$ cat config.mk
export PLATFORM = sky130hd
export DESIGN_NAME = tunnel_frame_deframer_flat
export DESIGN_NICKNAME = d
export VERILOG_FILES = /design/src/rtl/tfd_pkg.sv /design/src/rtl/tfd_in_if.sv /design/src/rtl/tfd_out_if.sv /design/src/rtl/tfd_front.sv /design/src/rtl/tfd_queue.sv /design/src/rtl/tfd_back.sv /design/src/rtl/tunnel_frame_deframer.sv /design/src/flat_wrapper.sv
export SDC_FILE = /design/constraint.sdc
export NUM_CORES = 1
export LEC_CHECK = 0
export ABC_AREA = 1
export BUFFER_PORTS_ARGS = -buffer_cell sky130_fd_sc_hd__buf_2
export CORE_UTILIZATION = 30
export DETAILED_ROUTE_END_ITERATION = 8
export PLACE_DENSITY = 0.54
export SLEW_MARGIN = 20
export SYNTH_ARGS = -nofsm -noshare
export SYNTH_HDL_FRONTEND = slang
export SYNTH_SLANG_ARGS = --single-unit
$ cat constraint.sdc
create_clock -name clk -period 5.6 [get_ports clk]
set_input_delay 1.12 -clock clk [delete_from_list [all_inputs] [get_ports clk]]
set_output_delay 1.12 -clock clk [all_outputs]
set_load 0.03 [all_outputs]
$ cat src/rtl/tfd_pkg.sv
// ----------------------------------------------------------------------------
// tfd_pkg
// Types and constants shared by the tunnel frame deframer modules.
// ----------------------------------------------------------------------------
`default_nettype none

package tfd_pkg;

  localparam int unsigned HEADER_BYTES = 16;
  localparam int unsigned HDR_POS_W    = $clog2(HEADER_BYTES);

  localparam int unsigned CFG_INDEX_W = 1;
  localparam int unsigned CFG_DATA_W  = 20;

  // register indexes on the configuration port
  localparam logic [CFG_INDEX_W-1:0] CFG_TIMEOUT     = 1'b0;
  localparam logic [CFG_INDEX_W-1:0] CFG_MAX_PAYLOAD = 1'b1;

  localparam logic [19:0] TIMEOUT_RESET     = 20'd20000;
  localparam logic [15:0] MAX_PAYLOAD_RESET = 16'hFFFF;
  localparam logic [19:0] ELAPSED_MAX       = 20'hFFFFF;

  localparam logic [7:0] MAGIC [4] = '{8'h48, 8'h4E, 8'h42, 8'h31};
  localparam logic [7:0] FRAME_VERSION = 8'h01;
  localparam logic [7:0] KIND_IP       = 8'h20;
  localparam logic [7:0] KIND_PING     = 8'h30;
  localparam logic [31:0] IP_MIN_LEN   = 32'd20;
  localparam logic [31:0] PING_LEN     = 32'd8;
  localparam logic [3:0] IPV4_VERSION  = 4'd4;

  localparam logic [1:0] ERR_NONE      = 2'd0;
  localparam logic [1:0] ERR_MALFORMED = 2'd1;
  localparam logic [1:0] ERR_TIMEOUT   = 2'd2;

  typedef enum logic [2:0] {
    PH_HEADER  = 3'b001,
    PH_PAYLOAD = 3'b010,
    PH_FAILED  = 3'b100
  } phase_t;

  typedef enum logic {
    ITEM_BYTE = 1'b0,
    ITEM_TICK = 1'b1
  } item_kind_t;

  typedef struct packed {
    logic       operation;
    logic [7:0] in_byte;
  } in_item_t;

  typedef struct packed {
    logic [7:0]  out_byte;
    logic        byte_valid;
    logic        to_echo;
    logic        last_byte;
    logic        packet_ok;
    logic        failed;
    logic [1:0]  error_code;
    logic [31:0] packets_delivered;
    logic [31:0] bytes_delivered;
  } out_item_t;

  // classified item as held in the queue
  typedef struct packed {
    item_kind_t kind;
    logic [7:0] data;
  } q_entry_t;

  typedef struct packed {
    logic [19:0] timeout_ticks;
    logic [15:0] max_payload;
  } cfg_t;

endpackage

`default_nettype wire

$ cat src/rtl/tfd_in_if.sv
// ----------------------------------------------------------------------------
// tfd_in_if
// Input stream: valid/ready handshake carrying link bytes and ticks.
// ----------------------------------------------------------------------------
`default_nettype none

interface tfd_in_if;
  logic             valid;
  logic             ready;
  tfd_pkg::in_item_t payload;

  modport source (output valid, output payload, input ready);
  modport sink   (input valid, input payload, output ready);
endinterface

`default_nettype wire

$ cat src/rtl/tfd_out_if.sv
// ----------------------------------------------------------------------------
// tfd_out_if
// Output stream: valid/ready handshake carrying one result per item.
// ----------------------------------------------------------------------------
`default_nettype none

interface tfd_out_if;
  logic              valid;
  logic              ready;
  tfd_pkg::out_item_t payload;

  modport source (output valid, output payload, input ready);
  modport sink   (input valid, input payload, output ready);
endinterface

`default_nettype wire

$ cat src/rtl/tfd_front.sv
// ----------------------------------------------------------------------------
// tfd_front
// Accepts input items, classifies them as byte or tick, and pushes them
// into the queue from a registered stage.
// ----------------------------------------------------------------------------
`default_nettype none

module tfd_front (
  input  wire logic        clk,
  input  wire logic        rst,
  tfd_in_if.sink           in_ch,
  input  wire logic        q_full,
  output logic             q_push,
  output tfd_pkg::q_entry_t q_wdata
);
  import tfd_pkg::*;

  logic     stage_valid;
  q_entry_t stage;

  assign q_push      = stage_valid && !q_full;
  assign q_wdata     = stage;
  assign in_ch.ready = !stage_valid || !q_full;

  always_ff @(posedge clk) begin
    if (rst) begin
      stage_valid <= 1'b0;
    end else if (in_ch.ready) begin
      stage_valid <= in_ch.valid;
    end
  end

  always_ff @(posedge clk) begin
    if (in_ch.valid && in_ch.ready) begin
      stage.kind <= in_ch.payload.operation ? ITEM_TICK : ITEM_BYTE;
      stage.data <= in_ch.payload.in_byte;
    end
  end

endmodule

`default_nettype wire

$ cat src/rtl/tfd_queue.sv
// ----------------------------------------------------------------------------
// tfd_queue
// Short FIFO of classified items between the front and back parts.
// ----------------------------------------------------------------------------
`default_nettype none

module tfd_queue #(
  parameter int unsigned DEPTH = 4
) (
  input  wire logic              clk,
  input  wire logic              rst,
  input  wire logic              push,
  input  wire tfd_pkg::q_entry_t wdata,
  input  wire logic              pop,
  output logic                   full,
  output logic                   empty,
  output tfd_pkg::q_entry_t      rdata
);
  import tfd_pkg::*;

  localparam int unsigned AW = (DEPTH > 1) ? $clog2(DEPTH) : 1;
  localparam logic [AW-1:0] LAST_SLOT = AW'(DEPTH - 1);

  q_entry_t      slots [DEPTH];
  logic [AW-1:0] wr_ptr;
  logic [AW-1:0] rd_ptr;
  logic [AW:0]   count;

  assign full  = (count == (AW+1)'(DEPTH));
  assign empty = (count == '0);
  assign rdata = slots[rd_ptr];

  always_ff @(posedge clk) begin
    if (rst) begin
      wr_ptr <= '0;
      rd_ptr <= '0;
      count  <= '0;
    end else begin
      if (push) begin
        wr_ptr <= (wr_ptr == LAST_SLOT) ? '0 : wr_ptr + 1'b1;
      end
      if (pop) begin
        rd_ptr <= (rd_ptr == LAST_SLOT) ? '0 : rd_ptr + 1'b1;
      end
      if (push && !pop) begin
        count <= count + 1'b1;
      end else if (pop && !push) begin
        count <= count - 1'b1;
      end
    end
  end

  always_ff @(posedge clk) begin
    if (push) begin
      slots[wr_ptr] <= wdata;
    end
  end

endmodule

`default_nettype wire

$ cat src/rtl/tfd_back.sv
// ----------------------------------------------------------------------------
// tfd_back
// Frame state machine: header check, payload pass-through, timeout,
// counters, and the output register toward the result channel.
// ----------------------------------------------------------------------------
`default_nettype none

module tfd_back (
  input  wire logic              clk,
  input  wire logic              rst,
  input  wire tfd_pkg::cfg_t     cfg,
  input  wire logic              q_empty,
  input  wire tfd_pkg::q_entry_t q_rdata,
  output logic                   q_pop,
  tfd_out_if.source              out_ch
);
  import tfd_pkg::*;

  phase_t      phase, phase_next;
  logic [15:0] byte_position, byte_position_next;
  logic        header_bad, header_bad_next;
  logic [7:0]  frame_kind, frame_kind_next;
  logic [31:0] frame_length, frame_length_next;
  logic [31:0] frame_sequence, frame_sequence_next;
  logic [31:0] expected_sequence, expected_sequence_next;
  logic [15:0] ip_total_length, ip_total_length_next;
  logic        ip_bad, ip_bad_next;
  logic [19:0] elapsed_ticks, elapsed_ticks_next;
  logic [1:0]  sticky_error, sticky_error_next;
  logic [31:0] packet_count, packet_count_next;
  logic [31:0] byte_count, byte_count_next;

  logic        out_valid;
  out_item_t   out_data, result;

  assign q_pop          = !q_empty && (!out_valid || out_ch.ready);
  assign out_ch.valid   = out_valid;
  assign out_ch.payload = out_data;

  always_comb begin
    logic [HDR_POS_W-1:0] hdr_pos;
    logic [19:0]          ticks;
    logic                 bad;
    logic                 is_ping;
    logic [16:0]          pos_plus1;
    logic [7:0]           b;

    phase_next             = phase;
    byte_position_next     = byte_position;
    header_bad_next        = header_bad;
    frame_kind_next        = frame_kind;
    frame_length_next      = frame_length;
    frame_sequence_next    = frame_sequence;
    expected_sequence_next = expected_sequence;
    ip_total_length_next   = ip_total_length;
    ip_bad_next            = ip_bad;
    elapsed_ticks_next     = elapsed_ticks;
    sticky_error_next      = sticky_error;
    packet_count_next      = packet_count;
    byte_count_next        = byte_count;

    result    = '0;
    b         = q_rdata.data;
    hdr_pos   = byte_position[HDR_POS_W-1:0];
    ticks     = (elapsed_ticks < ELAPSED_MAX) ? elapsed_ticks + 1'b1 : elapsed_ticks;
    is_ping   = (frame_kind == KIND_PING);
    pos_plus1 = {1'b0, byte_position} + 17'd1;
    bad       = 1'b0;

    if (q_pop && phase != PH_FAILED) begin
      if (q_rdata.kind == ITEM_TICK) begin
        elapsed_ticks_next = ticks;
        if (ticks >= cfg.timeout_ticks) begin
          phase_next = PH_FAILED;
          if (sticky_error == ERR_NONE) sticky_error_next = ERR_TIMEOUT;
        end
      end else if (phase == PH_HEADER) begin
        unique case (hdr_pos) inside
          [4'd0:4'd3]: begin
            if (b != MAGIC[hdr_pos[1:0]]) header_bad_next = 1'b1;
          end
          4'd4: begin
            if (b != FRAME_VERSION) header_bad_next = 1'b1;
          end
          4'd5: begin
            frame_kind_next = b;
          end
          [4'd6:4'd7]: begin
            if (b != 8'd0) header_bad_next = 1'b1;
          end
          [4'd8:4'd11]: begin
            frame_length_next = {frame_length[23:0], b};
          end
          default: begin
            frame_sequence_next = {frame_sequence[23:0], b};
          end
        endcase
        byte_position_next = pos_plus1[15:0];

        if (hdr_pos == HDR_POS_W'(HEADER_BYTES - 1)) begin
          // full header in: frame_length is already complete at this point
          bad = header_bad_next;
          if (frame_length > {16'd0, cfg.max_payload}) bad = 1'b1;
          if (frame_sequence_next != expected_sequence) bad = 1'b1;
          if (frame_kind == KIND_IP) begin
            if (frame_length < IP_MIN_LEN) bad = 1'b1;
          end else if (frame_kind == KIND_PING) begin
            if (frame_length != PING_LEN) bad = 1'b1;
          end else begin
            bad = 1'b1;
          end
          if (bad) begin
            phase_next = PH_FAILED;
            if (sticky_error == ERR_NONE) sticky_error_next = ERR_MALFORMED;
          end else begin
            phase_next           = PH_PAYLOAD;
            byte_position_next   = '0;
            ip_total_length_next = '0;
            ip_bad_next          = 1'b0;
            elapsed_ticks_next   = '0;
          end
        end
      end else begin
        result.out_byte   = b;
        result.byte_valid = 1'b1;
        result.to_echo    = is_ping;
        if (!is_ping) begin
          if (byte_position == 16'd0 && b[7:4] != IPV4_VERSION) begin
            ip_bad_next = 1'b1;
          end else if (byte_position == 16'd2 || byte_position == 16'd3) begin
            ip_total_length_next = {ip_total_length[7:0], b};
          end
        end
        byte_position_next = pos_plus1[15:0];

        if ({15'd0, pos_plus1} >= frame_length) begin
          result.last_byte = 1'b1;
          expected_sequence_next = (expected_sequence == '1) ? 32'd1
                                                              : expected_sequence + 32'd1;
          if (!is_ping && (ip_bad_next || {16'd0, ip_total_length_next} != frame_length))
          begin
            phase_next = PH_FAILED;
            if (sticky_error == ERR_NONE) sticky_error_next = ERR_MALFORMED;
          end else begin
            result.packet_ok = 1'b1;
            if (!is_ping) begin
              packet_count_next = packet_count + 32'd1;
              byte_count_next   = byte_count + frame_length;
            end
            // back to header collection
            phase_next          = PH_HEADER;
            byte_position_next  = '0;
            header_bad_next     = 1'b0;
            frame_kind_next     = '0;
            frame_length_next   = '0;
            frame_sequence_next = '0;
            elapsed_ticks_next  = '0;
          end
        end
      end
    end

    result.failed            = (phase_next == PH_FAILED);
    result.error_code        = sticky_error_next;
    result.packets_delivered = packet_count_next;
    result.bytes_delivered   = byte_count_next;
  end

  always_ff @(posedge clk) begin
    if (rst) begin
      phase             <= PH_HEADER;
      byte_position     <= '0;
      header_bad        <= 1'b0;
      frame_kind        <= '0;
      frame_length      <= '0;
      frame_sequence    <= '0;
      expected_sequence <= 32'd2;
      ip_total_length   <= '0;
      ip_bad            <= 1'b0;
      elapsed_ticks     <= '0;
      sticky_error      <= ERR_NONE;
      packet_count      <= '0;
      byte_count        <= '0;
      out_valid         <= 1'b0;
    end else begin
      phase             <= phase_next;
      byte_position     <= byte_position_next;
      header_bad        <= header_bad_next;
      frame_kind        <= frame_kind_next;
      frame_length      <= frame_length_next;
      frame_sequence    <= frame_sequence_next;
      expected_sequence <= expected_sequence_next;
      ip_total_length   <= ip_total_length_next;
      ip_bad            <= ip_bad_next;
      elapsed_ticks     <= elapsed_ticks_next;
      sticky_error      <= sticky_error_next;
      packet_count      <= packet_count_next;
      byte_count        <= byte_count_next;
      if (q_pop) begin
        out_valid <= 1'b1;
      end else if (out_ch.ready) begin
        out_valid <= 1'b0;
      end
    end
  end

  always_ff @(posedge clk) begin
    if (q_pop) begin
      out_data <= result;
    end
  end

endmodule

`default_nettype wire

$ cat src/rtl/tunnel_frame_deframer.sv
// ----------------------------------------------------------------------------
// tunnel_frame_deframer
// Tunnel link receiver: header check, payload pass-through and counters.
// ----------------------------------------------------------------------------
// in_ch carries one item per handshake: a link byte or a 1 ms tick.
// out_ch returns exactly one result per item, in order: the payload byte
// (with tunnel/echo marking and last-byte verdict), the sticky error and the
// delivered-packet and delivered-byte counters.
// wr_en/wr_index/wr_data write timeout_ticks (index 0) and max_payload
// (index 1); write only while no items are in flight.
// Throughput: one item per cycle sustained while out_ch does not stall. The
// frame state update in the back part is registered once per item and sets that rate.
// Path: an accepted item passes the input stage, the queue and the output
// register in that order before its result is valid on out_ch.
// Reset clears the frame state, counters and error, sets the expected
// sequence to 2 and loads the register defaults; no clearing pass follows.
// When out_ch stalls, the output register holds its result, the queue fills
// and in_ch.ready drops only once the queue and the input stage are full.
// ----------------------------------------------------------------------------
`default_nettype none

module tunnel_frame_deframer #(
  parameter int unsigned QUEUE_DEPTH = 4
) (
  input  wire logic                             clk,
  input  wire logic                             rst,
  tfd_in_if.sink                                in_ch,
  tfd_out_if.source                             out_ch,
  input  wire logic                             wr_en,
  input  wire logic [tfd_pkg::CFG_INDEX_W-1:0] wr_index,
  input  wire logic [tfd_pkg::CFG_DATA_W-1:0]  wr_data
);
  import tfd_pkg::*;

  cfg_t     cfg;
  logic     q_push, q_pop, q_full, q_empty;
  q_entry_t q_wdata, q_rdata;

  always_ff @(posedge clk) begin
    if (rst) begin
      cfg.timeout_ticks <= TIMEOUT_RESET;
      cfg.max_payload   <= MAX_PAYLOAD_RESET;
    end else if (wr_en) begin
      unique case (wr_index)
        CFG_TIMEOUT:     cfg.timeout_ticks <= wr_data[19:0];
        CFG_MAX_PAYLOAD: cfg.max_payload   <= wr_data[15:0];
        default: ;
      endcase
    end
  end

  tfd_front u_front (
    .clk     (clk),
    .rst     (rst),
    .in_ch   (in_ch),
    .q_full  (q_full),
    .q_push  (q_push),
    .q_wdata (q_wdata)
  );

  tfd_queue #(
    .DEPTH (QUEUE_DEPTH)
  ) u_queue (
    .clk   (clk),
    .rst   (rst),
    .push  (q_push),
    .wdata (q_wdata),
    .pop   (q_pop),
    .full  (q_full),
    .empty (q_empty),
    .rdata (q_rdata)
  );

  tfd_back u_back (
    .clk     (clk),
    .rst     (rst),
    .cfg     (cfg),
    .q_empty (q_empty),
    .q_rdata (q_rdata),
    .q_pop   (q_pop),
    .out_ch  (out_ch)
  );

  a_fail_has_code: assert property (@(posedge clk) disable iff (rst)
    out_ch.valid && out_ch.payload.failed |-> out_ch.payload.error_code != ERR_NONE)
    else $error("failed result without an error code");

  a_ok_on_last: assert property (@(posedge clk) disable iff (rst)
    out_ch.valid && out_ch.payload.packet_ok |->
      out_ch.payload.last_byte && out_ch.payload.byte_valid && !out_ch.payload.failed)
    else $error("packet_ok outside a clean last byte");

  a_echo_marks_byte: assert property (@(posedge clk) disable iff (rst)
    out_ch.valid && out_ch.payload.to_echo |-> out_ch.payload.byte_valid)
    else $error("echo marking on a result without a byte");

  a_pop_loads_output: assert property (@(posedge clk) disable iff (rst)
    q_pop |=> out_ch.valid)
    else $error("queue pop did not produce a result");

endmodule

`default_nettype wire

$ cat src/flat_wrapper.sv
// flat-port wrapper written by rule: the top's interface ports become plain ports
module tunnel_frame_deframer_flat import tfd_pkg::*;
#(
  parameter int unsigned QUEUE_DEPTH = 4
)
  (clk, rst, wr_en, wr_index, wr_data, in_ch_valid, in_ch_payload, in_ch_ready, out_ch_valid, out_ch_payload, out_ch_ready);
  tfd_in_if in_ch_i ();
  tfd_out_if out_ch_i ();
  input  wire logic clk;
  input  wire logic rst;
  input  wire logic wr_en;
  input  wire logic [tfd_pkg::CFG_INDEX_W-1:0] wr_index;
  input  wire logic [tfd_pkg::CFG_DATA_W-1:0] wr_data;
  input wire logic [$bits(in_ch_i.valid)-1:0] in_ch_valid;
  input wire logic [$bits(in_ch_i.payload)-1:0] in_ch_payload;
  output wire logic [$bits(in_ch_i.ready)-1:0] in_ch_ready;
  output wire logic [$bits(out_ch_i.valid)-1:0] out_ch_valid;
  output wire logic [$bits(out_ch_i.payload)-1:0] out_ch_payload;
  input wire logic [$bits(out_ch_i.ready)-1:0] out_ch_ready;
  assign in_ch_i.valid = in_ch_valid;
  assign in_ch_i.payload = in_ch_payload;
  assign in_ch_ready = in_ch_i.ready;
  assign out_ch_valid = out_ch_i.valid;
  assign out_ch_payload = out_ch_i.payload;
  assign out_ch_i.ready = out_ch_ready;
  tunnel_frame_deframer #(.QUEUE_DEPTH(QUEUE_DEPTH)) u_core (.clk(clk), .rst(rst), .in_ch(in_ch_i), .out_ch(out_ch_i), .wr_en(wr_en), .wr_index(wr_index), .wr_data(wr_data));
endmodule
Word-level counts from Yosys, hierarchy flattened
Memories as Yosys holds them, arrays and structs flattened. A register that Yosys moved wholly into a read port is not among the register bits.
Index checks and enable logic that the tools add are counted.

word-level totals
  bits of input ports = 35
  bits in latches = 0
  logic and storage cells = 237
  bits in read-only memories = 0
  bits in registers = 360
  memories kept = 1
  output and inout port bits = 81
  RAM bits = 36

cells by class
  div/mod/pow operators = 0
  reductions and logical operators = 43
  order comparisons = 12
  shift-type cells = 0
  bitwise logic cells = 6
  multiplexer cells = 107
  multiply operators = 0
  add/subtract/negate cells = 9
  equal/unequal tests = 28

memory list
  name                  words  bits a word  rd ports  clocked after Yosys merged registers in  write ports  RTL line         text
  u_core.u_queue.slots  4      9            1         1                                        1            tfd_queue.sv:24  q_entry_t slots [DEPTH];

operators by type and width
  operator                                              count
  2-to-1 mux 32 bit                                     22
  2-to-1 mux 16 bit                                     14
  2-to-1 mux 20 bit                                     7
  adder 32 x 1 -> 32 bit, second input constant         2
  2-to-1 mux 8 bit                                      6
  adder 32 bit                                          1
  equality test 16 x 2 -> 1 bit, second input constant  2
  equality test 32 bit, second input constant           1
  >= comparator 17 x 32 -> 1 bit                        1
  greater-than comparator 32 x 16 -> 1 bit              1
  < comparator 32 x 5 -> 1 bit, second input constant   1
  != test 16 x 32 -> 1 bit                              1
  != test 32 bit                                        1
  != test 32 x 4 -> 1 bit, second input constant        1
  2-to-1 mux 1 bit                                      30
  2-to-1 mux 2 bit                                      15
  2-to-1 mux 3 bit                                      10
  adder 20 x 1 -> 20 bit, second input constant         1
  >= comparator 20 bit                                  1
  < comparator 20 bit, second input constant            1
  adder 16 x 1 -> 17 bit, second input constant         1
  binary-select mux 8 bit (select 2 bit)                1
  equality test 8 x 6 -> 1 bit, second input constant   2
  zero test 16 bit                                      1
  42 further kinds                                      81

Longest topological paths before layout
  depth in word-level cells = 22
  depth in mapped cells = 31
  gate-level depth less buffers = 29

Cells and area by module
Synthesis repeated with hierarchy kept, for this count alone.

second synthesis, totals
  cells, all modules = 2936
  area, all modules = 21837.2 µm²

modules (own cells, without submodules)
  module                 cells each  area each (µm²)  times used
  tfd_back               2584        18237.5          1
  tfd_queue              145         1896.8           1
  tunnel_frame_deframer  191         1381.3           1
  tfd_front              16          321.6            1

Worst setup path after synthesis
Ideal clock, no wire load.

  kind = input -> register
  from = input out_ch_ready
  to = register u_core.u_back.out_data, in the netlist u_core.u_back.out_ch.payload[50] (data pin)
  arrival = 4.529 ns
  buffers on the path = 0
  setup time = 0.257 ns
  path slack = 0.814 ns
  stages = 15
  cells stage by stage = nor2_1 a21oi_4 inv_1 a31oi_1 inv_1 nor2_2 nand2_1 nor2_1 inv_1 nor2_2 nand3_1 or2_1 nor2_4 xor2_1 inv_1

on the way
  cells in the longest elaborated chain, start to end = 4

ends and longest elaborated chain
  what                                           RTL line                     text
  start, declared                                flat_wrapper.sv:19           input wire logic [$bits(out_ch_i.ready)-1:0] out_ch_ready;
  logical OR 1 bit                               tfd_back.sv:36               assign q_pop = !q_empty && (!out_valid || out_ch.ready);
  logical AND 1 bit                              tfd_back.sv:36
  named net u_core.q_pop                         tunnel_frame_deframer.sv:36  logic q_push, q_pop, q_full, q_empty;
  logical AND 1 bit                              tfd_back.sv:70               if (q_pop && phase != PH_FAILED) begin
  2-to-1 mux 32 bit                              tfd_back.sv:70
  named net u_core.u_back.packet_count_next[18]  tfd_back.sv:30               logic [31:0] packet_count, packet_count_next;
  end signal, assigned                           tfd_back.sv:209              out_data <= result;
  end, declared                                  tfd_back.sv:34               out_item_t out_data, result;

The timed path passes the listed nets, and every way through them passes these cells.
A chain may end at the register's enable or synchronous reset.

Worst setup path after layout
  from = register u_core.u_back.byte_position[0]
  to = register u_core.u_back.out_data, in the netlist u_core.u_back.out_ch.payload[31] (data pin)

on the way
  cells in the longest elaborated chain, start to end = 16

ends and longest elaborated chain
  what                                                                                     RTL line         text
  start, declared                                                                          tfd_back.sv:20   logic [15:0] byte_position, byte_position_next;
  start signal, assigned                                                                   tfd_back.sv:187  byte_position <= byte_position_next;
  parallel branches: the longest is 12 deep, another holds >= comparator 17 x 32 -> 1 bit  -
  2-to-1 mux 32 bit *                                                                      tfd_back.sv:136  if ({15'd0, pos_plus1} >= frame_length) begin
  2-to-1 mux 32 bit *                                                                      tfd_back.sv:77   end else if (phase == PH_HEADER) begin
  2-to-1 mux 32 bit *                                                                      tfd_back.sv:71   if (q_rdata.kind == ITEM_TICK) begin
  2-to-1 mux 32 bit *                                                                      tfd_back.sv:70
  named net u_core.u_back.byte_count_next[31]                                              tfd_back.sv:31   logic [31:0] byte_count, byte_count_next;

Mark *: on every way through the listed nets, which the timed path passes. The select of a mux whose other input is x is not followed.

==> summary.txt <==
status: complete, no violations
Port Buffers: 115
# IOs: 116
Max-cap violations: 0
Core Region: 70,000 um^2
Tmin final: 5040 ps
cells after synthesis: 2,812
VDD IR max: 0.287 mV
die width: 268 um
CP Cell Sequence: ha_1 > inv_1 > nor2_2 > nand3_1 > nor3b_1 > nand3_1 > nor3_1 > nand3_1 > xor2_1 > ha_1 > nand2_1 > or2_2 > nand2_1 > inv_1 > nand2_1 > nand3_1 > nand2_1 > nand3_1 > nor2_1 > nand3_2 > inv_2 > o21a_1 > xnor2_1 > inv_1
Iter 0 DRT Violations: 1,302
clk_lat worst skew: 590 ps
Post-synth EDFFs: 124
Synth-to-Final Area Change: 14.4%
final hold vios: 0
crit path DAT: 5370 ps
Starting Density: 30.3%
total number of H-tree levels: 2
GRT Overall Usage: 16.7%
Hold Crit Class: flip-flop to flip-flop
Routability Congestion: 0.875
sequential cell area fraction in the yosys report: 43.4%
reg2reg end: u_core.u_back.out_ch.payload[31]
layout cells sized above 1: 9.65%
final instance area: 24,200 um^2
area of the die: 71,700 um^2
Yosys cell types: 54
post-layout power: 0.0110 W
initial antenna violation count: 0
Sum Neg Setup Slack: 0 ps
Primary FF master, synth: dfxtp_1
row count: 97
Ys Warns: 0
clk buf depth: 3
WHS Endpoint: u_core.u_back.frame_kind[6]
worst-margin pin slew: 937 ps
Min-Delay Startpoint: u_core.u_back.frame_kind[6]
Setup Viol. Count Final: 0
Slew HR: 37.3%
# nets final: 3,050
met1 usage: 21.5%
gr ovfl total: 0
Syn Nets: 2,948
Post-synth ARST share: 0%
power density cells: 452 nW/um^2
Critical Path RT: 5930 ps
M2 GR Usage: 28.1%
post-CTS setup buffer count: 0
Max Fclk: 198 MHz
area occupied by multi-input gates: 10,300 um^2
total number of vias: 18,200
area post-placement: 22,800 um^2
Worst-path clk slew: 60 ps
Worst Setup End Kind: flip-flop
vias in the first global route: 17,300
Slowest cell on crit path: dfxtp_1
CP Buf/Inv Count: 4
TritonCTS clock tree: built
Slew Limit Fails: 0
most used cell, CP: nand3_1
routed wire length per instance: 15.4 um
r2r setup slk: 560 ps
Final period util: 90.1%
first-pass GRT wire length: 94,800 um
Worst Setup Start Kind: flip-flop
commonest non-fill, non-tap cells in the layout: 674 x nand2_1, 333 x inv_1, 274 x dfxtp_1
M3 GR Usage: 2.66%
largest net degree at the start of global routing: 131
Post-Syn Area: 21,200 um^2
R2R depth: 24
Filler cells: 7,484
CTS Buf Count: 47
die height: 268 um
flip-flop and latch area: 9210 um^2
most used routing layer: met2
synthesized flop and latch total: 398
peak per-stage delay on the critical path: 470 ps
family with the most delay on the worst path: simple AND/OR/NAND/NOR gates
vias per cell: 4.69
crit path max fanout: 41
number of inserted diodes: 0
routed wire length: 60,000 um
Setup Skew: 26.5 ps
DPL Wire Length: 43,300 um
Critical Path Source: u_core.u_back.byte_position[0]
DRC errors left: 0
most common cell after layout, fill and taps aside: nand2_1
R2R Path Start: u_core.u_back.byte_position[0]
syn avg cell area: 7.54 um^2
DRT antenna net count: 0
# clock sinks: 398
drt first pass iters: 6
Root Driver: clkbuf_16
CP Class: flip-flop to flip-flop
WHS Path Cells: 2
unrepaired setup endpoints after global routing: true
Pleak: 10.1 nW
==> synthesized netlist by cell type, types with 5 or more instances <==
cell type | n | area [um^2]
nor2_4 | 6 | 67.6
a211oi_1 | 13 | 97.6
o211ai_1 | 22 | 165
o21ai_0 | 133 | 666
a21oi_1 | 268 | 1340
or2_1 | 5 | 31.3
a31oi_1 | 10 | 62.6
o21a_1 | 10 | 75.1
xnor2_1 | 27 | 236
or2_2 | 18 | 113
o21ai_1 | 36 | 180
o21bai_1 | 5 | 37.5
inv_1 | 334 | 1250
xor2_1 | 55 | 482
edfxtp_1 | 124 | 3720
nand2_1 | 674 | 2530
clkbuf_1 | 58 | 218
nand3b_1 | 6 | 45.0
nor2_1 | 253 | 950
nand2_2 | 13 | 81.3
ha_1 | 99 | 1240
nand3_1 | 154 | 771
nor3_1 | 66 | 330
buf_2 | 21 | 105
a21boi_0 | 5 | 37.5
buf_4 | 5 | 37.5
nand4_1 | 39 | 244
nor2_2 | 12 | 75.1
dfxtp_1 | 274 | 5490
inv_2 | 9 | 33.8
nor4_1 | 18 | 113
==> worst register-to-register path: cells and delay by family, from the launching register on <==
family,cells,cell delay [ps]
flops,1,470
xor+xnor,2,330
compound gates,1,250
fa+ha+maj,2,560
buf+inv,4,630
simple gates,15,2540
==> layer usage <==
metal	vias to the layer above	wire, um
met5	-	0
met3	103	2450
met2	343	28100
met1	8296	27500
li1	9497	-
met4	0	1910
==> power by group <==
| group | internal, W | switching (W) |
|---|---|---|
| combinational | 0.00107 | 0.00302 |
| sequential | 0.00353 | 0.000352 |
| clock | 0.00171 | 0.00126 |
==> registers in the layout (all words and copies together), names as in the netlist, 15 cells and up, named ones only <==
signal	flops
u_core.u_back.out_ch.payload	79
u_core.u_back.ip_total_length	16
u_core.u_back.elapsed_ticks	20
u_core.u_back.frame_length	32
u_core.u_back.byte_count	32
u_core.u_back.byte_position	15
u_core.cfg	36
u_core.u_queue.slots	36
u_core.u_back.expected_sequence	32
u_core.u_back.frame_sequence	32
u_core.u_back.packet_count	32
==> worst max-delay path by stage <==
stage	endpoint	slack, ps	depth (start not counted)
2_1_floorplan	u_core.u_back.out_ch.payload[50]	810	15
3_3_place_gp	u_core.u_back.out_ch.payload[31]	680	24
3_5_place_dp	u_core.u_back.out_ch.payload[31]	580	24
4_1_cts	u_core.u_back.out_ch.payload[31]	550	24
5_1_grt	u_core.u_back.out_ch.payload[31]	-8	24
6_report	u_core.u_back.out_ch.payload[31]	560	24
==> cell type report <==
type,instances,share of cell area (%)
clock buffer,72,5.54
clock inverter,15,0.552
inverter,347,5.40
multi-input combinational,1978,42.4
sequential,398,38.0
tap,940,4.85
timing repair buffer,142,3.29
==> stage by stage <==
step,cells,setup WS [ps],utilization [%],hold WS (ps)
2_1_floorplan,2812,814,-,429
3_3_place_gp,3805,681,32.5,441
3_5_place_dp,3805,575,32.5,448
4_1_cts,3892,550,34.6,456
5_1_grt,3892,-8.04,34.6,472
6_report,3892,556,34.6,454
==> cells by family (layout without fill, tap and decap cells) <==
family	Yosys count	count (layout)	synth area share, %
flip-flops	398	398	43.4
AND/OR/NAND/NOR	1278	1278	25.8
AO/OA/AOI/OAI	517	517	13.2
XOR/XNOR	82	82	3.39
adder cells (fa/ha/maj)	101	101	6.03
buffers and inverters	436	576	8.13
==> what timing repair did <==
action                     CTS  global route
setup endpoints to repair    0             2
hold buffers                 0             0
gates resized for setup      0             0
No activity file was read; power rests on OpenSTA's default activity.
